### config.mk
export PLATFORM = sky130hd
export DESIGN_NAME = r2fft_ctrl
export DESIGN_NICKNAME = d
export VERILOG_FILES = /design/src/design/r2fft_pkg.sv /design/src/design/r2fft_ctrl.sv
export SDC_FILE = /design/constraint.sdc
export NUM_CORES = 1
export LEC_CHECK = 0
export BUFFER_PORTS_ARGS = -buffer_cell sky130_fd_sc_hd__buf_2
export CAP_MARGIN = 20
export CORE_ASPECT_RATIO = 1.1
export CORE_MARGIN = 3
export CORE_UTILIZATION = 67
export CTS_CLUSTER_SIZE = 10
export DETAILED_ROUTE_END_ITERATION = 16
export PLACE_DENSITY = 0.85
export SLEW_MARGIN = 25
export SYNTH_ARGS = -nofsm -noshare
export SYNTH_HDL_FRONTEND = slang
export SYNTH_SLANG_ARGS = --single-unit
export TNS_END_PERCENT = 10
### constraint.sdc
create_clock -name clk -period 7.6 [get_ports clk]
set_input_delay 0.38 -clock clk [delete_from_list [all_inputs] [get_ports clk]]
set_output_delay 0.38 -clock clk [all_outputs]
set_load 0.01 [all_outputs]
### src/design/r2fft_pkg.sv
// Shared types, constants and twiddle table for the radix-2 FFT block.
package r2fft_pkg;

    localparam int MAX_LOG_SIZE = 12;
    localparam int SAMPLE_W     = 16;
    localparam int TW_W         = 18;
    localparam int TW_FRAC      = TW_W - 2;
    localparam int STORE_W      = SAMPLE_W + MAX_LOG_SIZE + 1;
    localparam int DEPTH        = 1 << MAX_LOG_SIZE;
    localparam int QUARTER      = DEPTH >> 2;
    localparam int ADDR_W       = MAX_LOG_SIZE;
    localparam int TW_IDX_W     = MAX_LOG_SIZE - 1;
    localparam int ROM_ADDR_W   = MAX_LOG_SIZE - 1;
    localparam int LOG_W        = 4;
    localparam int CFG_DATA_W   = 4;
    localparam int CALC_FRAC    = 60;
    localparam logic [63:0] TWO_PI_Q60 = 64'h6487ED5110B4611A;

    typedef enum logic [1:0] {
        OP_WRITE = 2'd0,
        OP_RUN   = 2'd1,
        OP_READ  = 2'd2
    } op_t;

    typedef enum logic {
        CFG_LOG_SIZE = 1'b0,
        CFG_INVERSE  = 1'b1
    } cfg_idx_t;

    // Write data source of the stores
    typedef enum logic [2:0] {
        WSEL_SAMPLE,
        WSEL_SUM,
        WSEL_PROD,
        WSEL_A,
        WSEL_B,
        WSEL_SCALE
    } wsel_t;

    typedef struct packed {
        logic                we;
        logic [ADDR_W-1:0]   waddr;
        wsel_t               wsel;
        logic [ADDR_W-1:0]   raddr;
        logic                cap_a;
        logic                cap_b;
        logic                calc_sum;
        logic                calc_mul;
        logic                out_load;
        logic                out_clear;
        logic [TW_IDX_W-1:0] tw_m;
        logic                inverse;
        logic [LOG_W-1:0]    shift;
    } cmd_t;

    typedef logic signed [TW_W-1:0] cos_rom_t [0:QUARTER];

    function automatic logic [63:0] mul_q60(input logic [63:0] a, input logic [63:0] b);
        logic [127:0] p;
        p = {64'd0, a} * {64'd0, b};
        return p[CALC_FRAC+63:CALC_FRAC];
    endfunction

    function automatic logic signed [TW_W-1:0] to_twiddle(input logic [63:0] v);
        logic [63:0] r;
        r = (v + (64'd1 << (CALC_FRAC - TW_FRAC - 1))) >> (CALC_FRAC - TW_FRAC);
        return r[TW_W-1:0];
    endfunction

    // Quarter-wave cosine table, Q2.16, built by a thirteen-term series at elaboration
    function automatic cos_rom_t build_cos_rom();
        cos_rom_t    rom;
        logic [63:0] x;
        logic [63:0] x2;
        logic [63:0] st;
        logic [63:0] ss;
        logic [63:0] ct;
        logic [63:0] cs;
        for (int j = 0; j <= (DEPTH >> 3); j++)
        begin
            x  = (TWO_PI_Q60 >> MAX_LOG_SIZE) * 64'(j);
            x2 = mul_q60(x, x);
            st = x;
            ss = x;
            ct = 64'd1 << CALC_FRAC;
            cs = ct;
            st = mul_q60(st, x2) / 64'd6;   ct = mul_q60(ct, x2) / 64'd2;   ss -= st; cs -= ct;
            st = mul_q60(st, x2) / 64'd20;  ct = mul_q60(ct, x2) / 64'd12;  ss += st; cs += ct;
            st = mul_q60(st, x2) / 64'd42;  ct = mul_q60(ct, x2) / 64'd30;  ss -= st; cs -= ct;
            st = mul_q60(st, x2) / 64'd72;  ct = mul_q60(ct, x2) / 64'd56;  ss += st; cs += ct;
            st = mul_q60(st, x2) / 64'd110; ct = mul_q60(ct, x2) / 64'd90;  ss -= st; cs -= ct;
            st = mul_q60(st, x2) / 64'd156; ct = mul_q60(ct, x2) / 64'd132; ss += st; cs += ct;
            st = mul_q60(st, x2) / 64'd210; ct = mul_q60(ct, x2) / 64'd182; ss -= st; cs -= ct;
            st = mul_q60(st, x2) / 64'd272; ct = mul_q60(ct, x2) / 64'd240; ss += st; cs += ct;
            st = mul_q60(st, x2) / 64'd342; ct = mul_q60(ct, x2) / 64'd306; ss -= st; cs -= ct;
            st = mul_q60(st, x2) / 64'd420; ct = mul_q60(ct, x2) / 64'd380; ss += st; cs += ct;
            st = mul_q60(st, x2) / 64'd506; ct = mul_q60(ct, x2) / 64'd462; ss -= st; cs -= ct;
            st = mul_q60(st, x2) / 64'd600; ct = mul_q60(ct, x2) / 64'd552; ss += st; cs += ct;
            rom[j]           = to_twiddle(cs);
            rom[QUARTER - j] = to_twiddle(ss);
        end
        return rom;
    endfunction

endpackage

### src/design/r2fft_ctrl.sv
// Controller: handshakes, configuration registers and the run sequencer.
module r2fft_ctrl (
    input  logic                                clk,
    input  logic                                rst_n,
    input  logic                                in_valid,
    output logic                                in_ready,
    input  logic [1:0]                          op,
    input  logic [r2fft_pkg::ADDR_W-1:0]        index,
    output logic                                out_valid,
    input  logic                                out_ready,
    output logic                                status,
    input  logic                                cfg_valid,
    output logic                                cfg_ready,
    input  logic                                cfg_index,
    input  logic [r2fft_pkg::CFG_DATA_W-1:0]    cfg_data,
    output r2fft_pkg::cmd_t                     cmd
);

    localparam int AW = r2fft_pkg::ADDR_W;
    localparam int NW = AW + 1;
    localparam int JW = r2fft_pkg::TW_IDX_W;
    localparam int LW = r2fft_pkg::LOG_W;

    typedef enum logic [4:0] {
        ST_IDLE, ST_RD_WAIT,
        ST_BF_RA, ST_BF_RB, ST_BF_CAPB, ST_BF_SUM, ST_BF_MUL, ST_BF_WB,
        ST_SW_CHK, ST_SW_RA, ST_SW_RB, ST_SW_CAPB, ST_SW_WA, ST_SW_WB,
        ST_SC_RD, ST_SC_CAP, ST_SC_WR, ST_DONE
    } state_t;

    state_t          state_reg, state_next;
    logic [LW-1:0]   log_size_reg, log_size_next;
    logic            inverse_reg, inverse_next;
    logic [AW-1:0]   i_reg, i_next;
    logic [JW-1:0]   j_reg, j_next;
    logic [AW-1:0]   half_reg, half_next;
    logic [LW-1:0]   tw_sh_reg, tw_sh_next;
    logic            out_valid_reg, out_valid_next;
    logic            status_reg, status_next;

    logic [LW-1:0]   eff_log;
    logic [NW-1:0]   n_size;
    logic [NW-1:0]   i_step;
    logic [AW-1:0]   k_addr;
    logic [AW-1:0]   j_inc;
    logic [AW-1:0]   rev_full, rev_i;
    logic            i_last;
    logic            idx_ok;
    logic            in_fire;

    always_comb
    begin
        if (log_size_reg < LW'(2))
        begin
            eff_log = LW'(2);
        end
        else if (log_size_reg > LW'(r2fft_pkg::MAX_LOG_SIZE))
        begin
            eff_log = LW'(r2fft_pkg::MAX_LOG_SIZE);
        end
        else
        begin
            eff_log = log_size_reg;
        end
    end

    always_comb
    begin
        for (int b = 0; b < AW; b++)
        begin
            rev_full[b] = i_reg[AW-1-b];
        end
    end

    assign n_size  = NW'(1) << eff_log;
    assign i_step  = {1'b0, i_reg} + {half_reg, 1'b0};
    assign k_addr  = i_reg + half_reg;
    assign j_inc   = AW'(j_reg) + AW'(1);
    assign rev_i   = rev_full >> (LW'(AW) - eff_log);
    assign i_last  = ({1'b0, i_reg} == (n_size - NW'(1)));
    assign idx_ok  = ({1'b0, index} < n_size);
    assign in_ready  = (state_reg == ST_IDLE) && !out_valid_reg;
    assign in_fire   = in_valid && in_ready;
    assign cfg_ready = 1'b1;

    always_comb
    begin
        state_next     = state_reg;
        log_size_next  = log_size_reg;
        inverse_next   = inverse_reg;
        i_next         = i_reg;
        j_next         = j_reg;
        half_next      = half_reg;
        tw_sh_next     = tw_sh_reg;
        out_valid_next = out_valid_reg && !out_ready;
        status_next    = status_reg;

        cmd           = '0;
        cmd.wsel      = r2fft_pkg::WSEL_SAMPLE;
        cmd.waddr     = i_reg;
        cmd.raddr     = i_reg;
        cmd.tw_m      = JW'(j_reg << tw_sh_reg);
        cmd.inverse   = inverse_reg;
        cmd.shift     = eff_log;

        if (cfg_valid && cfg_ready)
        begin
            unique case (r2fft_pkg::cfg_idx_t'(cfg_index))
                r2fft_pkg::CFG_LOG_SIZE: log_size_next = cfg_data[LW-1:0];
                r2fft_pkg::CFG_INVERSE:  inverse_next  = cfg_data[0];
                default:                 log_size_next = log_size_reg;
            endcase
        end

        unique case (state_reg)
            ST_IDLE:
            begin
                if (in_fire)
                begin
                    unique case (op)
                        r2fft_pkg::OP_WRITE:
                        begin
                            cmd.we         = idx_ok;
                            cmd.waddr      = index;
                            cmd.out_clear  = 1'b1;
                            out_valid_next = 1'b1;
                            status_next    = !idx_ok;
                        end
                        r2fft_pkg::OP_READ:
                        begin
                            cmd.raddr = index;
                            if (idx_ok)
                            begin
                                state_next = ST_RD_WAIT;
                            end
                            else
                            begin
                                cmd.out_clear  = 1'b1;
                                out_valid_next = 1'b1;
                                status_next    = 1'b1;
                            end
                        end
                        r2fft_pkg::OP_RUN:
                        begin
                            i_next     = '0;
                            j_next     = '0;
                            half_next  = n_size[AW:1];
                            tw_sh_next = LW'(r2fft_pkg::MAX_LOG_SIZE) - eff_log;
                            state_next = ST_BF_RA;
                        end
                        default:
                        begin
                            cmd.out_clear  = 1'b1;
                            out_valid_next = 1'b1;
                            status_next    = 1'b0;
                        end
                    endcase
                end
            end
            ST_RD_WAIT:
            begin
                cmd.out_load   = 1'b1;
                out_valid_next = 1'b1;
                status_next    = 1'b0;
                state_next     = ST_IDLE;
            end
            ST_BF_RA:
            begin
                state_next = ST_BF_RB;
            end
            ST_BF_RB:
            begin
                cmd.raddr  = k_addr;
                cmd.cap_a  = 1'b1;
                state_next = ST_BF_CAPB;
            end
            ST_BF_CAPB:
            begin
                cmd.cap_b  = 1'b1;
                state_next = ST_BF_SUM;
            end
            ST_BF_SUM:
            begin
                cmd.calc_sum = 1'b1;
                state_next   = ST_BF_MUL;
            end
            ST_BF_MUL:
            begin
                cmd.calc_mul = 1'b1;
                cmd.we       = 1'b1;
                cmd.wsel     = r2fft_pkg::WSEL_SUM;
                state_next   = ST_BF_WB;
            end
            ST_BF_WB:
            begin
                cmd.we    = 1'b1;
                cmd.waddr = k_addr;
                cmd.wsel  = r2fft_pkg::WSEL_PROD;
                if (i_step < n_size)
                begin
                    i_next     = i_step[AW-1:0];
                    state_next = ST_BF_RA;
                end
                else if (j_inc == half_reg)
                begin
                    i_next = '0;
                    j_next = '0;
                    if (half_reg == AW'(1))
                    begin
                        state_next = ST_SW_CHK;
                    end
                    else
                    begin
                        half_next  = half_reg >> 1;
                        tw_sh_next = tw_sh_reg + LW'(1);
                        state_next = ST_BF_RA;
                    end
                end
                else
                begin
                    j_next     = j_inc[JW-1:0];
                    i_next     = j_inc;
                    state_next = ST_BF_RA;
                end
            end
            ST_SW_CHK, ST_SW_WB:
            begin
                if (state_reg == ST_SW_WB)
                begin
                    cmd.we    = 1'b1;
                    cmd.waddr = rev_i;
                    cmd.wsel  = r2fft_pkg::WSEL_A;
                end
                if ((state_reg == ST_SW_CHK) && (i_reg < rev_i))
                begin
                    state_next = ST_SW_RA;
                end
                else if (i_last)
                begin
                    i_next     = '0;
                    state_next = inverse_reg ? ST_SC_RD : ST_DONE;
                end
                else
                begin
                    i_next     = i_reg + AW'(1);
                    state_next = ST_SW_CHK;
                end
            end
            ST_SW_RA:
            begin
                state_next = ST_SW_RB;
            end
            ST_SW_RB:
            begin
                cmd.raddr  = rev_i;
                cmd.cap_a  = 1'b1;
                state_next = ST_SW_CAPB;
            end
            ST_SW_CAPB:
            begin
                cmd.cap_b  = 1'b1;
                state_next = ST_SW_WA;
            end
            ST_SW_WA:
            begin
                cmd.we     = 1'b1;
                cmd.wsel   = r2fft_pkg::WSEL_B;
                state_next = ST_SW_WB;
            end
            ST_SC_RD:
            begin
                state_next = ST_SC_CAP;
            end
            ST_SC_CAP:
            begin
                cmd.cap_a  = 1'b1;
                state_next = ST_SC_WR;
            end
            ST_SC_WR:
            begin
                cmd.we   = 1'b1;
                cmd.wsel = r2fft_pkg::WSEL_SCALE;
                if (i_last)
                begin
                    state_next = ST_DONE;
                end
                else
                begin
                    i_next     = i_reg + AW'(1);
                    state_next = ST_SC_RD;
                end
            end
            ST_DONE:
            begin
                cmd.out_clear  = 1'b1;
                out_valid_next = 1'b1;
                status_next    = 1'b0;
                state_next     = ST_IDLE;
            end
            default:
            begin
                state_next = ST_IDLE;
            end
        endcase
    end

    always_ff @(posedge clk or negedge rst_n)
    begin
        if (!rst_n)
        begin
            state_reg     <= ST_IDLE;
            log_size_reg  <= LW'(r2fft_pkg::MAX_LOG_SIZE);
            inverse_reg   <= 1'b0;
            i_reg         <= '0;
            j_reg         <= '0;
            half_reg      <= '0;
            tw_sh_reg     <= '0;
            out_valid_reg <= 1'b0;
            status_reg    <= 1'b0;
        end
        else
        begin
            state_reg     <= state_next;
            log_size_reg  <= log_size_next;
            inverse_reg   <= inverse_next;
            i_reg         <= i_next;
            j_reg         <= j_next;
            half_reg      <= half_next;
            tw_sh_reg     <= tw_sh_next;
            out_valid_reg <= out_valid_next;
            status_reg    <= status_next;
        end
    end

    assign out_valid = out_valid_reg;
    assign status    = status_reg;

endmodule

Word level (Yosys, flattened, before mapping)
Cells that the tools add are included.
Widths: inputs -> output; s select.
{"block": "op_classes", "n_addsub": 7, "shifts": 3, "n_eq_ne": 33, "bitwise": 1, "muxes": 64, "n_mul": 0, "order_cmp": 5, "n_reduce_logical": 24, "n_div": 0}
{"op": "$mux 12", "n": 14}
{"op": "$pmux 5 s15", "n": 1}
{"op": "$pmux 12 s3", "n": 2}
{"op": "$pmux 12 s4", "n": 1}
{"op": "$mux 11", "n": 4}
{"op": "$eq 5x4->1 const B", "n": 8}
{"op": "$mux 5", "n": 8}
{"op": "$mux 4", "n": 8}
{"op": "$mux 13", "n": 2}
{"op": "$pmux 12 s2", "n": 1}
{"op": "$pmux 11 s2", "n": 1}
{"op": "$eq 5x3->1 const B", "n": 4}
{"op": "$mux 16", "n": 1}
{"op": "$pmux 3 s5", "n": 1}
{"op": "$ne 2x2->1 const B", "n": 7}
{"op": "$add 12x13->13", "n": 1}
{"op": "$eq 12x13->1", "n": 1}
{"op": "$lt 12x13->1", "n": 1}
{"op": "$lt 13x13->1", "n": 1}
{"op": "$shl 1x4->13 const A", "n": 1}
{"op": "$sub 13x1->13 const B", "n": 1}
{"op": "$add 11x1->12 const B", "n": 1}
{"op": "$add 12x1->12 const B", "n": 1}
{"op": "$add 12x12->12", "n": 1}
{"op": "37 further kinds", "n": 65}
{"block": "totals", "latch_bits": 0, "mem_count": 0, "mem_bits_rw": 0, "romBits": 0, "output_inout_bits": 54, "word_cells": 146, "register_bits": 51}

Logic depth before layout (Yosys ltp)
Gate-level depths: netlist (run 1).
{"block": "logic_depth", "ltp_word": 9, "depth_mapped": 24, "ltp_nobuf": 19}

Worst setup path after synthesis (run 1)
OpenSTA, ideal clock, no wires.
{"block": "synth_timing", "kind": "register to register", "start": "reg log_size_reg[2]", "end": "reg i_reg[11]", "required_ps": 7474, "stages_incl_launch_ff": 25, "setup_slack_ps": 2570, "path_buffers": 6, "t_arrival_ps": 4904, "cell_sequence": "dfstp_2 buf_2 buf_6 buf_6 o31ai_1 nor2_2 inv_1 ha_1 clkbuf_1 clkbuf_1 mux4_2 nand2_1 o31ai_1 nand2_1 ha_1 nand4_1 nor4_1 or4_1 a21oi_1 nand2_1 a41oi_2 a211oi_2 nor2b_1 buf_6 a221o_1"}
{"element": "start, declared", "line": "r2fft_ctrl.sv:32", "text": "logic [LW-1:0] log_size_reg, log_size_next;"}
{"element": "start signal, assigned", "line": "r2fft_ctrl.sv:312", "text": "log_size_reg <= LW'(r2fft_pkg::MAX_LOG_SIZE);"}
{"element": "start signal, assigned", "line": "r2fft_ctrl.sv:324", "text": "log_size_reg <= log_size_next;"}
{"element": "end signal, assigned", "line": "r2fft_ctrl.sv:326", "text": "i_reg <= i_next;"}
{"element": "end, declared", "line": "r2fft_ctrl.sv:34", "text": "logic [AW-1:0] i_reg, i_next;"}

Worst setup path after layout (run 1)
{"block": "layout_timing", "start": "reg log_size_reg[3]", "end": "reg i_reg[8]"}
{"block": "layout_between", "elab_chain_len": 9, "word_cells_on_any_way": 19}
{"element": "$gt 4x4->1", "line": "r2fft_ctrl.sv:57", "text": "else if (log_size_reg > LW'(r2fft_pkg::MAX_LOG_SIZE))"}
{"element": "$mux 4", "line": "r2fft_ctrl.sv:57"}
{"element": "$mux 4 (*)", "line": "r2fft_ctrl.sv:53", "text": "if (log_size_reg < LW'(2))"}
{"element": "$sub 4x4->4 / $shl 1x4->13 (equally long branches)", "line": "r2fft_ctrl.sv:79, r2fft_ctrl.sv:75"}
{"element": "$shr 12x4->12 / $sub 13x1->13 (equally long branches)", "line": "r2fft_ctrl.sv:79, r2fft_ctrl.sv:80"}
{"element": "$lt 12x12->1 / $eq 12x13->1 (equally long branches)", "line": "r2fft_ctrl.sv:234, r2fft_ctrl.sv:80"}
{"element": "$logic_and 1x1->1 / $mux 12 (equally long branches)", "line": "r2fft_ctrl.sv:234, r2fft_ctrl.sv:238"}
{"element": "$ne 2x2->1 (no source line) / $mux 12 (equally long branches)"}
{"element": "$reduce_and 5->1 (no source line) / $pmux 12 s4 (equally long branches)"}
Every way passes the cells marked *; elsewhere a longest branch is shown, timed or not. The select of a mux whose other input is x is not followed.
A chain may end at the register's enable or synchronous reset.

==> summary.txt, run 1 <==
Run status
  • Status: finished clean

STA
  • Sum of negative setup slack: 0 ns
  • Slew HR: 0.345
  • Slew at the pin closest to its max-slew limit: 0.976 ns
  • Final worst slack: 1.52 ns
  • Post-route clock period utilization: 0.800
  • Slew Limit Fails: 0
  • Number of setup violations in the final report: 0
  • Highest Clock Rate: 0.164 GHz
  • Period minus WS final: 6.08 ns
  • Unrepaired setup endpoints after global routing: false
  • Maximum clock skew at final layout: 0.0160 ns
  • Final hold violation count: 0

CTS
  • Clock tree from TritonCTS: built
  • Post-CTS Setup Bufs: 0
  • Count of hold-fix buffers inserted at cts: 0
  • Clock latency of the later-clocked register in the worst-skew pair: 0.32 ns
  • Max Buffers Root-to-Sink: 2
  • Clock buffers created by TritonCTS: 5
  • Maximum level of the CTS H-tree: 2
  • Total of cells resized after clock tree synthesis: 0
  • Clock Sink Count: 51
  • Buffer type at the clock tree root: sky130_fd_sc_hd__clkbuf_16
  • Reg clk slew, reported paths: 0.09 ns

Finish
  • Core occupancy in the finished layout: 0.727
  • Layout cell share with drive strength beyond 1: 0.141
  • Relative area change from synthesis to final layout: 4.58%
  • N_diodes: 0
  • Most frequent cells in the layout: sky130_fd_sc_hd__nand2_1 (109), sky130_fd_sc_hd__nor2_1 (85), sky130_fd_sc_hd__o21ai_0 (78)
  • Final Instance Count excl. Fillers: 1,228
  • Number of nets in the layout: 1,173
  • Fill cell total of the finished layout: 1,013
  • Most common cell after layout, fill and taps aside: sky130_fd_sc_hd__nand2_1

Global route
  • Gr usage total: 0.382
  • Maximum number of pins on one net before global-route repair: 53
  • Grt total ovfl: 0
  • Vias in the first global route: 7,941
  • Initial antenna violation count: 0
  • Wire length of the first global-routing pass: 41,700 µm

Die
  • Rows: 41
  • Die area: 0.0134 mm²
  • I/O pin count: 78
  • Core Box Area: 0.0116 mm²
  • Initial Util: 0.695
  • Die extent in y: 121 µm
  • Die X: 111 µm

Routing
  • Length of the first detailed-routing pass in iterations: 6
  • Number of design rule violations left after detail routing: 0
  • Total wire length: 26,100 µm
  • ANT nets after route: 0
  • Post-detailed-route wirelength per cell: 21.2 µm
  • Number of vias after detailed routing: 8,642
  • DR iter-0 viols: 962
  • Drt via density: 7.04

Synth
  • EDFF count, synth: 0
  • Syn Std Cell Area: 0.00806 mm²
  • Number of warnings printed during yosys synthesis: 0
  • Distinct cells, synth: 91
  • Mean instance size in the synthesized netlist: 7.50 µm²
  • Post-Synthesis Net Count: 1,171
  • Proportion of netlist area held by the largest area contributor: 0.152
  • Flop and latch count out of synthesis: 51
  • Post-synthesis sequential area ratio: 0.159
  • Most used DFF post-synth: sky130_fd_sc_hd__dfrtp_1
  • Number of instances in the synthesized netlist: 1,075
  • Ranking of synthesized cells by area: sky130_fd_sc_hd__dfrtp_1 (15%), sky130_fd_sc_hd__ha_1 (11%), sky130_fd_sc_hd__nand2_1 (5.1%)
  • Cell type with the highest aggregate area in the netlist: sky130_fd_sc_hd__dfrtp_1
  • Async SR Flop Fraction: 1.00

Setup path
  • Crit-path max cell delay: 0.92 ns
  • Worst Path Required: 7.85 ns
  • Peak fanout along the critical path: 37
  • WS Path Type: flop to flop
  • Most common cell type on the critical path: sky130_fd_sc_hd__ha_1
  • Critical Path Slowest Stage Cell: sky130_fd_sc_hd__dfstp_2
  • Crit. End Element: flop
  • Kind of launch point of the worst setup path: flop
  • Series of cell instances along the critical path: o31ai_1 > nor2_2 > inv_1 > ha_1 > ha_1 > nand2_1 > or3_1 > ha_1 > nand3_1 > nor4_1 > o21ai_0 > nand2_1 > a41oi_2 > a211oi_2 > nor2b_1 > a221o_1
  • Critical Path AT: 6.33 ns

Pwr
  • Power density over the cells: 249 mW/mm²
  • Peak VDD IR: 0.208 mV
  • Static leakage: 3.64 nW

Placed design
  • Placed cell count: 1,220
  • Setup WS pre-CTS: 1.69 ns
  • Dpl hpwl: 18,800 µm
  • Number of I/O port buffers: 76
  • Final RePlAce weighted congestion: 0.989

Run
  • Max-cap violation count: 0

Min path
  • Worst hold path class: input port to async pin
-- layout make-up --
type | count | area, µm² | area share
clock buffers | 5 | 125 | 0.0148
clock inverters | 3 | 23.8 | 0.00282
inverters | 36 | 135 | 0.0160
repair buffers | 85 | 448 | 0.0532
flip-flops and latches | 51 | 1280 | 0.152
multi-input cells | 898 | 6230 | 0.739
well taps | 150 | 188 | 0.0223
-- cells in the mapped netlist, types with 17 or more instances --
cell type and n:
sky130_fd_sc_hd__o21ai_0 78, sky130_fd_sc_hd__nand2b_1 21, sky130_fd_sc_hd__clkbuf_1 56, sky130_fd_sc_hd__a21oi_1 77
sky130_fd_sc_hd__nand3_1 26, sky130_fd_sc_hd__dfrtp_1 49, sky130_fd_sc_hd__o211ai_1 18, sky130_fd_sc_hd__mux2i_1 23
sky130_fd_sc_hd__xnor2_1 33, sky130_fd_sc_hd__o22ai_1 17, sky130_fd_sc_hd__a21o_1 18, sky130_fd_sc_hd__nand2_1 109
sky130_fd_sc_hd__and3_1 20, sky130_fd_sc_hd__nor2b_1 27, sky130_fd_sc_hd__nor2_1 86, sky130_fd_sc_hd__inv_1 35
sky130_fd_sc_hd__mux2_2 27, sky130_fd_sc_hd__ha_1 70, sky130_fd_sc_hd__nor3_1 21, sky130_fd_sc_hd__buf_2 17
-- kinds of logic (layout without fill, tap and decap cells) --
group / Yosys count / count (layout) / share of synthesized area
and+or+nand+nor: 381 / 381 / 0.239
AOI/OAI and AO/OA: 339 / 339 / 0.283
buffers and inverters: 126 / 129 / 0.0693
adders and majority gates: 72 / 72 / 0.114
muxes: 56 / 56 / 0.0821
DFF: 51 / 51 / 0.159
xor gates and xnor gates: 49 / 49 / 0.0533
other: 1 / 1 / 0.000465
-- final timing paths --
check / from / slack [ns] / end / cells past startpoint
max: log_size_reg[3]$_DFFE_PN1P_ / 1.52 / i_reg[8]$_DFFE_PN0P_ / 16
min: rst_n / 0.19 / log_size_reg[1]$_DFFE_PN0P_ / 2
max reg2reg: log_size_reg[3]$_DFFE_PN1P_ / 1.52 / i_reg[8]$_DFFE_PN0P_ / 16
min reg2reg: status$_DFFE_PN0P_ / 0.54 / status$_DFFE_PN0P_ / 2
max in group asynchronous: rst_n / 6.91 / j_reg[6]$_DFFE_PN0P_ / 2
min in group clk: cfg_data[3] / 0.26 / log_size_reg[3]$_DFFE_PN1P_ / 3
-- worst max-delay path: cells and delay by family (launching register included) --
family          cells  cell delay, ns
compound gates      5            1.48
fa+ha+maj           3            1.19
buf+inv             1            0.13
flops               1            0.92
simple gates        7            2.28
-- metrics by stage --
stage / power [W] / hold WS, ns / area, µm²
after floorplan: 0.00146 / 0.0844 / 8060
after global placement: 0.00178 / 0.534 / 8280
after detailed placement: 0.00180 / 0.537 / 8280
after CTS: 0.00205 / 0.219 / 8430
after global routing: 0.00226 / 0.241 / 8430
final: 0.00210 / 0.187 / 8430
-- routing by layer --
metal | GRT usage | up-vias | wire length [µm]
li1 | - | 3976 | -
met1 | 0.491 | 3978 | 9950
met2 | 0.598 | 557 | 11700
met3 | 0.0738 | 131 | 2740
met4 | 0.225 | 0 | 1670
met5 | 0 | - | 0
-- power by group --
part,switching (W),internal [W]
registers,0.000203,0.000317
logic,0.000742,0.000586
clock network,0.000124,0.000125
total,0.00107,0.00103
No activity file was read; power rests on OpenSTA's default activity.
==> run 2, diff against run 1 <==
--- a/config.mk
+++ b/config.mk
@@ -9,10 +9,10 @@
 export CAP_MARGIN = 20
 export CORE_ASPECT_RATIO = 1.1
 export CORE_MARGIN = 3
-export CORE_UTILIZATION = 67
+export CORE_UTILIZATION = 56
 export CTS_CLUSTER_SIZE = 10
 export DETAILED_ROUTE_END_ITERATION = 16
-export PLACE_DENSITY = 0.85
+export PLACE_DENSITY = 0.75
 export SLEW_MARGIN = 25
 export SYNTH_ARGS = -nofsm -noshare
 export SYNTH_HDL_FRONTEND = slang
==> constraint.sdc (replaced) <==
create_clock -name clk -period 5.02 [get_ports clk]
set_input_delay 0.251 -clock clk [delete_from_list [all_inputs] [get_ports clk]]
set_output_delay 0.251 -clock clk [all_outputs]
set_load 0.01 [all_outputs]
==> run 2 against run 1 <==
Against the previous run:
- die area rose by 19%
- hold slack got worse by 0.11 ns
- fmax increased by 28%
- power is 59% higher
- critical path depth is 3 higher
- wire length increased by 5.6%
- flip-flop and latch count did not move
- largest cell class unchanged
- highest routed layer unchanged
==> summary.txt, run 2 (synthesized netlist as in run 1, its figures left out) <==
Run status
  • Status: finished clean (unchanged)

Placed design
  • Dpl hpwl: 20,500 µm (was 18,800 µm)
  • Number of I/O port buffers: 76 (unchanged)
  • Final RePlAce weighted congestion: 0.983 (was 0.989)
  • Setup WS pre-CTS: 0.149 ns (was 1.69 ns)
  • Post-detailed-placement cell area: 0.00854 mm² (was 0.00828 mm²)

Setup path
  • WS Path Type: flop to flop (unchanged)
  • Critical Path Slowest Stage Cell: sky130_fd_sc_hd__o31ai_1 (was sky130_fd_sc_hd__dfstp_2)
  • Peak fanout along the critical path: 12 (was 37)
  • Series of cell instances along the critical path: o31ai_1 > nor2_4 > inv_1 > ha_2 > ha_1 > nor2_1 > nand2_1 > nand2_1 > inv_1 > ha_1 > a21oi_1 > nor4_1 > or4_1 > a21oi_1 > nand2_1 > a41oi_2 > a211oi_2 > nor2b_2 > a221o_1 (was o31ai_1 > nor2_2 > inv_1 > ha_1 > ha_1 > nand2_1 > or3_1 > ha_1 > nand3_1 > nor4_1 > o21ai_0 > nand2_1 > a41oi_2 > a211oi_2 > nor2b_1 > a221o_1)
  • Worst setup startpoint: log_size_reg[2]$_DFFE_PN1P_ (was log_size_reg[3]$_DFFE_PN1P_)
  • Most common cell type on the critical path: sky130_fd_sc_hd__nand2_1 (was sky130_fd_sc_hd__ha_1)
  • Worst Path Required: 5.22 ns (was 7.85 ns)
  • Crit-path max cell delay: 0.61 ns (was 0.92 ns)
  • Crit. End Element: flop (unchanged)
  • Kind of launch point of the worst setup path: flop (unchanged)
  • Startpoint of the most critical register-to-register path: log_size_reg[2]$_DFFE_PN1P_ (was log_size_reg[3]$_DFFE_PN1P_)
  • Critical Path AT: 4.95 ns (was 6.33 ns)

STA
  • Post-route clock period utilization: 0.945 (was 0.800)
  • Unrepaired setup endpoints after global routing: false (unchanged)
  • Final hold violation count: 0 (unchanged)
  • Sum of negative setup slack: 0 ns (unchanged)
  • Slew Limit Fails: 0 (unchanged)
  • Slew at the pin closest to its max-slew limit: 0.891 ns (was 0.976 ns)
  • Highest Clock Rate: 0.211 GHz (was 0.164 GHz)
  • Number of setup violations in the final report: 0 (unchanged)
  • Period minus WS final: 4.75 ns (was 6.08 ns)
  • Maximum clock skew at final layout: 0.00775 ns (was 0.0160 ns)
  • Slew HR: 0.402 (was 0.345)
  • Final worst slack: 0.274 ns (was 1.52 ns)

Global route
  • Grt total ovfl: 0 (unchanged)
  • Initial antenna violation count: 0 (unchanged)
  • Vias in the first global route: 8,147 (was 7,941)
  • Wire length of the first global-routing pass: 43,400 µm (was 41,700 µm)
  • Maximum number of pins on one net before global-route repair: 52 (was 53)
  • Gr usage total: 0.337 (was 0.382)

Routing
  • DR iter-0 viols: 1,254 (was 962)
  • Number of design rule violations left after detail routing: 0 (unchanged)
  • Post-detailed-route wirelength per cell: 21.3 µm (was 21.2 µm)
  • Length of the first detailed-routing pass in iterations: 6 (unchanged)
  • Number of vias after detailed routing: 8,687 (was 8,642)
  • Total wire length: 27,500 µm (was 26,100 µm)
  • Drt via density: 6.71 (was 7.04)
  • ANT nets after route: 0 (unchanged)

Die
  • Rows: 45 (was 41)
  • Die area: 0.0159 mm² (was 0.0134 mm²)
  • Core Box Area: 0.0140 mm² (was 0.0116 mm²)
  • Die X: 120 µm (was 111 µm)
  • Initial Util: 0.577 (was 0.695)
  • Die extent in y: 132 µm (was 121 µm)
  • I/O pin count: 78 (unchanged)

Pwr
  • Peak VDD IR: 0.203 mV (was 0.208 mV)
  • Power density over the cells: 382 mW/mm² (was 249 mW/mm²)
  • Static leakage: 3.78 nW (was 3.64 nW)

Finish
  • Layout cell share with drive strength beyond 1: 0.168 (was 0.141)
  • Number of nets in the layout: 1,201 (was 1,173)
  • Fill cell total of the finished layout: 1,323 (was 1,013)
  • Most common cell after layout, fill and taps aside: sky130_fd_sc_hd__nand2_1 (unchanged)
  • Final cell area excluding filler cells: 0.00872 mm² (was 0.00843 mm²)
  • N_diodes: 0 (unchanged)
  • Relative area change from synthesis to final layout: 8.28% (was 4.58%)
  • Most frequent cells in the layout: sky130_fd_sc_hd__nand2_1 (109), sky130_fd_sc_hd__nor2_1 (85), sky130_fd_sc_hd__o21ai_0 (78) (unchanged)

CTS
  • Post-CTS Setup Bufs: 0 (unchanged)
  • Total of cells resized after clock tree synthesis: 0 (unchanged)
  • Clock buffers created by TritonCTS: 5 (unchanged)
  • Maximum level of the CTS H-tree: 2 (unchanged)
  • Buffer type at the clock tree root: sky130_fd_sc_hd__clkbuf_16 (unchanged)
  • Clock latency of the later-clocked register in the worst-skew pair: 0.31 ns (was 0.32 ns)
  • Count of hold-fix buffers inserted at cts: 0 (unchanged)
  • Max Buffers Root-to-Sink: 2 (unchanged)
  • Reg clk slew, reported paths: 0.08 ns (was 0.09 ns)
  • Clock Sink Count: 51 (unchanged)
  • Clock tree from TritonCTS: built (unchanged)

Min path
  • Worst hold path class: input port to async pin (unchanged)

Run
  • Max-cap violation count: 0 (unchanged)
## run 2: worst paths after layout
kind | slack [ns] | cells after the start | end
hold reg to reg | 0.56 | 2 | status$_DFFE_PN0P_
max in group asynchronous | 4.45 | 2 | j_reg[8]$_DFFE_PN0P_
min in group clk | 0.15 | 3 | log_size_reg[2]$_DFFE_PN1P_
setup reg to reg | 0.27 | 19 | i_reg[7]$_DFFE_PN0P_
hold / removal | 0.07 | 2 | log_size_reg[1]$_DFFE_PN0P_
setup / recovery | 0.27 | 19 | i_reg[7]$_DFFE_PN0P_
## run 2: final cells by class
type / instances / area, µm² / share of cell area
clock buffers: 5 / 125 / 0.0143
clock inverters: 3 / 33.8 / 0.00387
inverters: 36 / 135 / 0.0155
multi-input cells: 898 / 6260 / 0.717
flip-flops and latches: 51 / 1280 / 0.147
well taps: 188 / 235 / 0.0270
repair buffers: 113 / 658 / 0.0754
## run 2: worst max-delay path, delay by kind of cell, from the launching register on
kind                     cells  cell delay (ns)
AO/OA/AOI/OAI                6             1.71
AND/OR/NAND/NOR              8             1.45
adder cells (fa/ha/maj)      3             0.87
flip-flops                   1             0.41
buffers and inverters        2             0.17
## run 2: metal layers
layer,up-vias,wire length (µm),global-route usage
met5,-,0,0
met4,0,1510,0.169
met3,121,2700,0.0678
met2,554,12300,0.523
met1,3986,11000,0.446
li1,4026,-,-
## run 2: report_power, final
group	total, W	internal (W)	switching [W]	leakage [nW]
Sequential	0.000646	0.000483	0.000163	0.590
Combinational	0.00229	0.000947	0.00135	3.12
Clock	0.000392	0.000194	0.000198	0.0776
Total	0.00333	0.00162	0.00171	3.78
## run 2: stage by stage
step | cells | total power [W] | utilization | hold WS (ns)
after global routing | 1294 | 0.00357 | 0.625 | 0.128
after global placement | 1286 | 0.00281 | 0.612 | 0.429
after floorplan | 1075 | 0.00222 | - | -0.0446
after detailed placement | 1286 | 0.00285 | 0.612 | 0.429
after CTS | 1294 | 0.00326 | 0.623 | 0.0956
final | 1294 | 0.00333 | 0.625 | 0.0740
==> run 3, diff against run 2 <==
--- a/config.mk
+++ b/config.mk
@@ -7,7 +7,7 @@
 export LEC_CHECK = 0
 export BUFFER_PORTS_ARGS = -buffer_cell sky130_fd_sc_hd__buf_2
 export CAP_MARGIN = 20
-export CORE_ASPECT_RATIO = 1.1
+export CORE_ASPECT_RATIO = 1.25
 export CORE_MARGIN = 3
 export CORE_UTILIZATION = 56
 export CTS_CLUSTER_SIZE = 10
==> run 3 against run 2 <==
Against the previous run:
- core utilization grew 0.27 points
- design area increased by 0.22%
- first-iteration DRC count is 10% lower
- wire length rose by 0.16%
- critical path depth decreased by 1
- largest power group unchanged
==> summary.txt, run 3 (synthesized netlist as in run 1, its figures left out) <==
Setup path
  • Worst Path Required: 5.22 ns (about the same)
  • Most common cell type on the critical path: sky130_fd_sc_hd__ha_1 (was sky130_fd_sc_hd__nand2_1)
  • Crit. End Element: flop (unchanged)
  • Critical Path Slowest Stage Cell: sky130_fd_sc_hd__dfstp_2 (was sky130_fd_sc_hd__o31ai_1)
  • Series of cell instances along the critical path: o31ai_1 > nor2_4 > inv_1 > ha_1 > ha_1 > nand2_1 > or3_1 > ha_1 > a21oi_1 > nor2b_1 > or4_1 > a21oi_1 > nand2_1 > a41oi_2 > a211oi_2 > buf_4 > nor2b_2 > a221o_1 (was o31ai_1 > nor2_4 > inv_1 > ha_2 > ha_1 > nor2_1 > nand2_1 > nand2_1 > inv_1 > ha_1 > a21oi_1 > nor4_1 > or4_1 > a21oi_1 > nand2_1 > a41oi_2 > a211oi_2 > nor2b_2 > a221o_1)
  • WS Path Type: flop to flop (unchanged)
  • Peak fanout along the critical path: 16 (was 12)
  • Kind of launch point of the worst setup path: flop (unchanged)
  • FF-to-FF setup slack: 0.24 ns (was 0.27 ns)
  • Crit-path max cell delay: 0.69 ns (was 0.61 ns)
  • Critical Path AT: 4.98 ns (was 4.95 ns)

STA
  • Slew HR: 0.420 (was 0.402)
  • Final hold violation count: 0 (unchanged)
  • Sum of negative setup slack: 0 ns (unchanged)
  • Number of setup violations in the final report: 0 (unchanged)
  • Maximum clock skew at final layout: 0.00867 ns (was 0.00775 ns)
  • Highest Clock Rate: 0.209 GHz (was 0.211 GHz)
  • Slew at the pin closest to its max-slew limit: 0.867 ns (was 0.891 ns)
  • Unrepaired setup endpoints after global routing: false (unchanged)
  • Period minus WS final: 4.78 ns (was 4.75 ns)
  • Slew Limit Fails: 0 (unchanged)
  • Post-route clock period utilization: 0.953 (was 0.945)

Finish
  • Most frequent cells in the layout: sky130_fd_sc_hd__nand2_1 (109), sky130_fd_sc_hd__nor2_1 (85), sky130_fd_sc_hd__o21ai_0 (78) (unchanged)
  • N_diodes: 0 (unchanged)
  • Relative area change from synthesis to final layout: 8.51% (was 8.28%)
  • Number of nets in the layout: 1,202 (was 1,201)
  • Most common cell after layout, fill and taps aside: sky130_fd_sc_hd__nand2_1 (unchanged)
  • Layout cell share with drive strength beyond 1: 0.167 (was 0.168)
  • Core occupancy in the finished layout: 0.628 (was 0.625)

Routing
  • Number of design rule violations left after detail routing: 0 (unchanged)
  • DR iter-0 viols: 1,123 (was 1,254)
  • Length of the first detailed-routing pass in iterations: 10 (was 6)
  • ANT nets after route: 0 (unchanged)
  • Drt via density: 6.84 (was 6.71)
  • Total wire length: 27,600 µm (was 27,500 µm)
  • Post-detailed-route wirelength per cell: 21.5 µm (was 21.3 µm)
  • Number of vias after detailed routing: 8,772 (was 8,687)

CTS
  • Clock buffers created by TritonCTS: 5 (unchanged)
  • Buffer type at the clock tree root: sky130_fd_sc_hd__clkbuf_16 (unchanged)
  • Clock tree from TritonCTS: built (unchanged)
  • Reg clk slew, reported paths: 0.08 ns (about the same)
  • Post-CTS Setup Bufs: 0 (unchanged)
  • Clock Sink Count: 51 (unchanged)
  • Max Buffers Root-to-Sink: 2 (unchanged)
  • Maximum level of the CTS H-tree: 2 (unchanged)
  • Clock latency of the later-clocked register in the worst-skew pair: 0.31 ns (about the same)

Die
  • Die extent in y: 140 µm (was 132 µm)
  • I/O pin count: 78 (unchanged)
  • Die area: 0.0159 mm² (about the same)
  • Initial Util: 0.578 (was 0.577)
  • Core Box Area: 0.0139 mm² (was 0.0140 mm²)
  • Die X: 113 µm (was 120 µm)
  • Rows: 48 (was 45)

Global route
  • Maximum number of pins on one net before global-route repair: 52 (unchanged)
  • Initial antenna violation count: 0 (unchanged)
  • Wire length of the first global-routing pass: 43,100 µm (was 43,400 µm)
  • Vias in the first global route: 7,948 (was 8,147)
  • Grt total ovfl: 0 (unchanged)
  • Gr usage total: 0.339 (was 0.337)

Run status
  • Status: finished clean (unchanged)

Placed design
  • Dpl hpwl: 20,600 µm (was 20,500 µm)
  • Number of I/O port buffers: 76 (unchanged)
  • Final RePlAce weighted congestion: 1.01 (was 0.983)

Min path
  • Worst hold path class: input port to async pin (unchanged)

Pwr
  • Power density over the cells: 385 mW/mm² (was 382 mW/mm²)
  • Static leakage: 3.81 nW (was 3.78 nW)
  • Peak VDD IR: 0.234 mV (was 0.203 mV)

Run
  • Max-cap violation count: 0 (unchanged)
[run 3: final timing paths]
path,startpoint,endpoint,cells after the start
max,log_size_reg[3]$_DFFE_PN1P_,i_reg[3]$_DFFE_PN0P_,18
min,rst_n,log_size_reg[1]$_DFFE_PN0P_,2
max reg2reg,log_size_reg[3]$_DFFE_PN1P_,i_reg[3]$_DFFE_PN0P_,18
min reg2reg,status$_DFFE_PN0P_,status$_DFFE_PN0P_,2
max in group asynchronous,rst_n,out_valid$_DFF_PN0_,2
min in group clk,cfg_data[3],log_size_reg[3]$_DFFE_PN1P_,3
[run 3: final cells by class]
cell class / count / area [µm²]
fill: 1295 / 5190
multi-input combinational: 898 / 6250
sequential: 51 / 1280
timing repair buffer: 114 / 666
clock buffer: 5 / 125
clock inverter: 3 / 71.3
tap: 175 / 219
inverter: 36 / 135
[run 3: metrics by stage]
stage	instances	setup slack [ns]	hold slack (ns)	total power (W)	cell area, µm²
finish	1282	0.237	0.0548	0.00337	8740
global route	1282	0.0448	0.118	0.00361	8740
CTS	1282	0.180	0.0892	0.00331	8730
detailed placement	1274	0.238	0.424	0.00282	8530
global placement	1274	0.308	0.426	0.00279	8530
floorplan	1075	0.139	-0.0446	0.00222	8060
[run 3: routing by layer]
layer / GRT usage / vias to the layer above / share of wire
met5: 0 / - / 0
met4: 0.187 / 0 / 0.069
met3: 0.0501 / 134 / 0.089
met2: 0.551 / 535 / 0.46
met1: 0.429 / 4066 / 0.38
li1: - / 4037 / -
[run 3: report_power, final]
part           total (W)  internal [W]  leakage [nW]  switching, W
registers       0.000652      0.000483         0.590      0.000169
clock network   0.000475      0.000290        0.0959      0.000185
logic            0.00224      0.000943          3.12       0.00130
total            0.00337       0.00172          3.81       0.00165
[run 3: worst max-delay path: cells and delay by family (launching register included)]
kind	cells	cell delay [ns]
simple gates	7	1.46
compound gates	6	1.15
fa+ha+maj	3	1.08
flops	1	0.69
buf+inv	2	0.27
[run 3: timing repair]
action,in CTS,in global routing
resized for setup,0,5
hold buffers,0,0
setup endpoints to repair,0,36
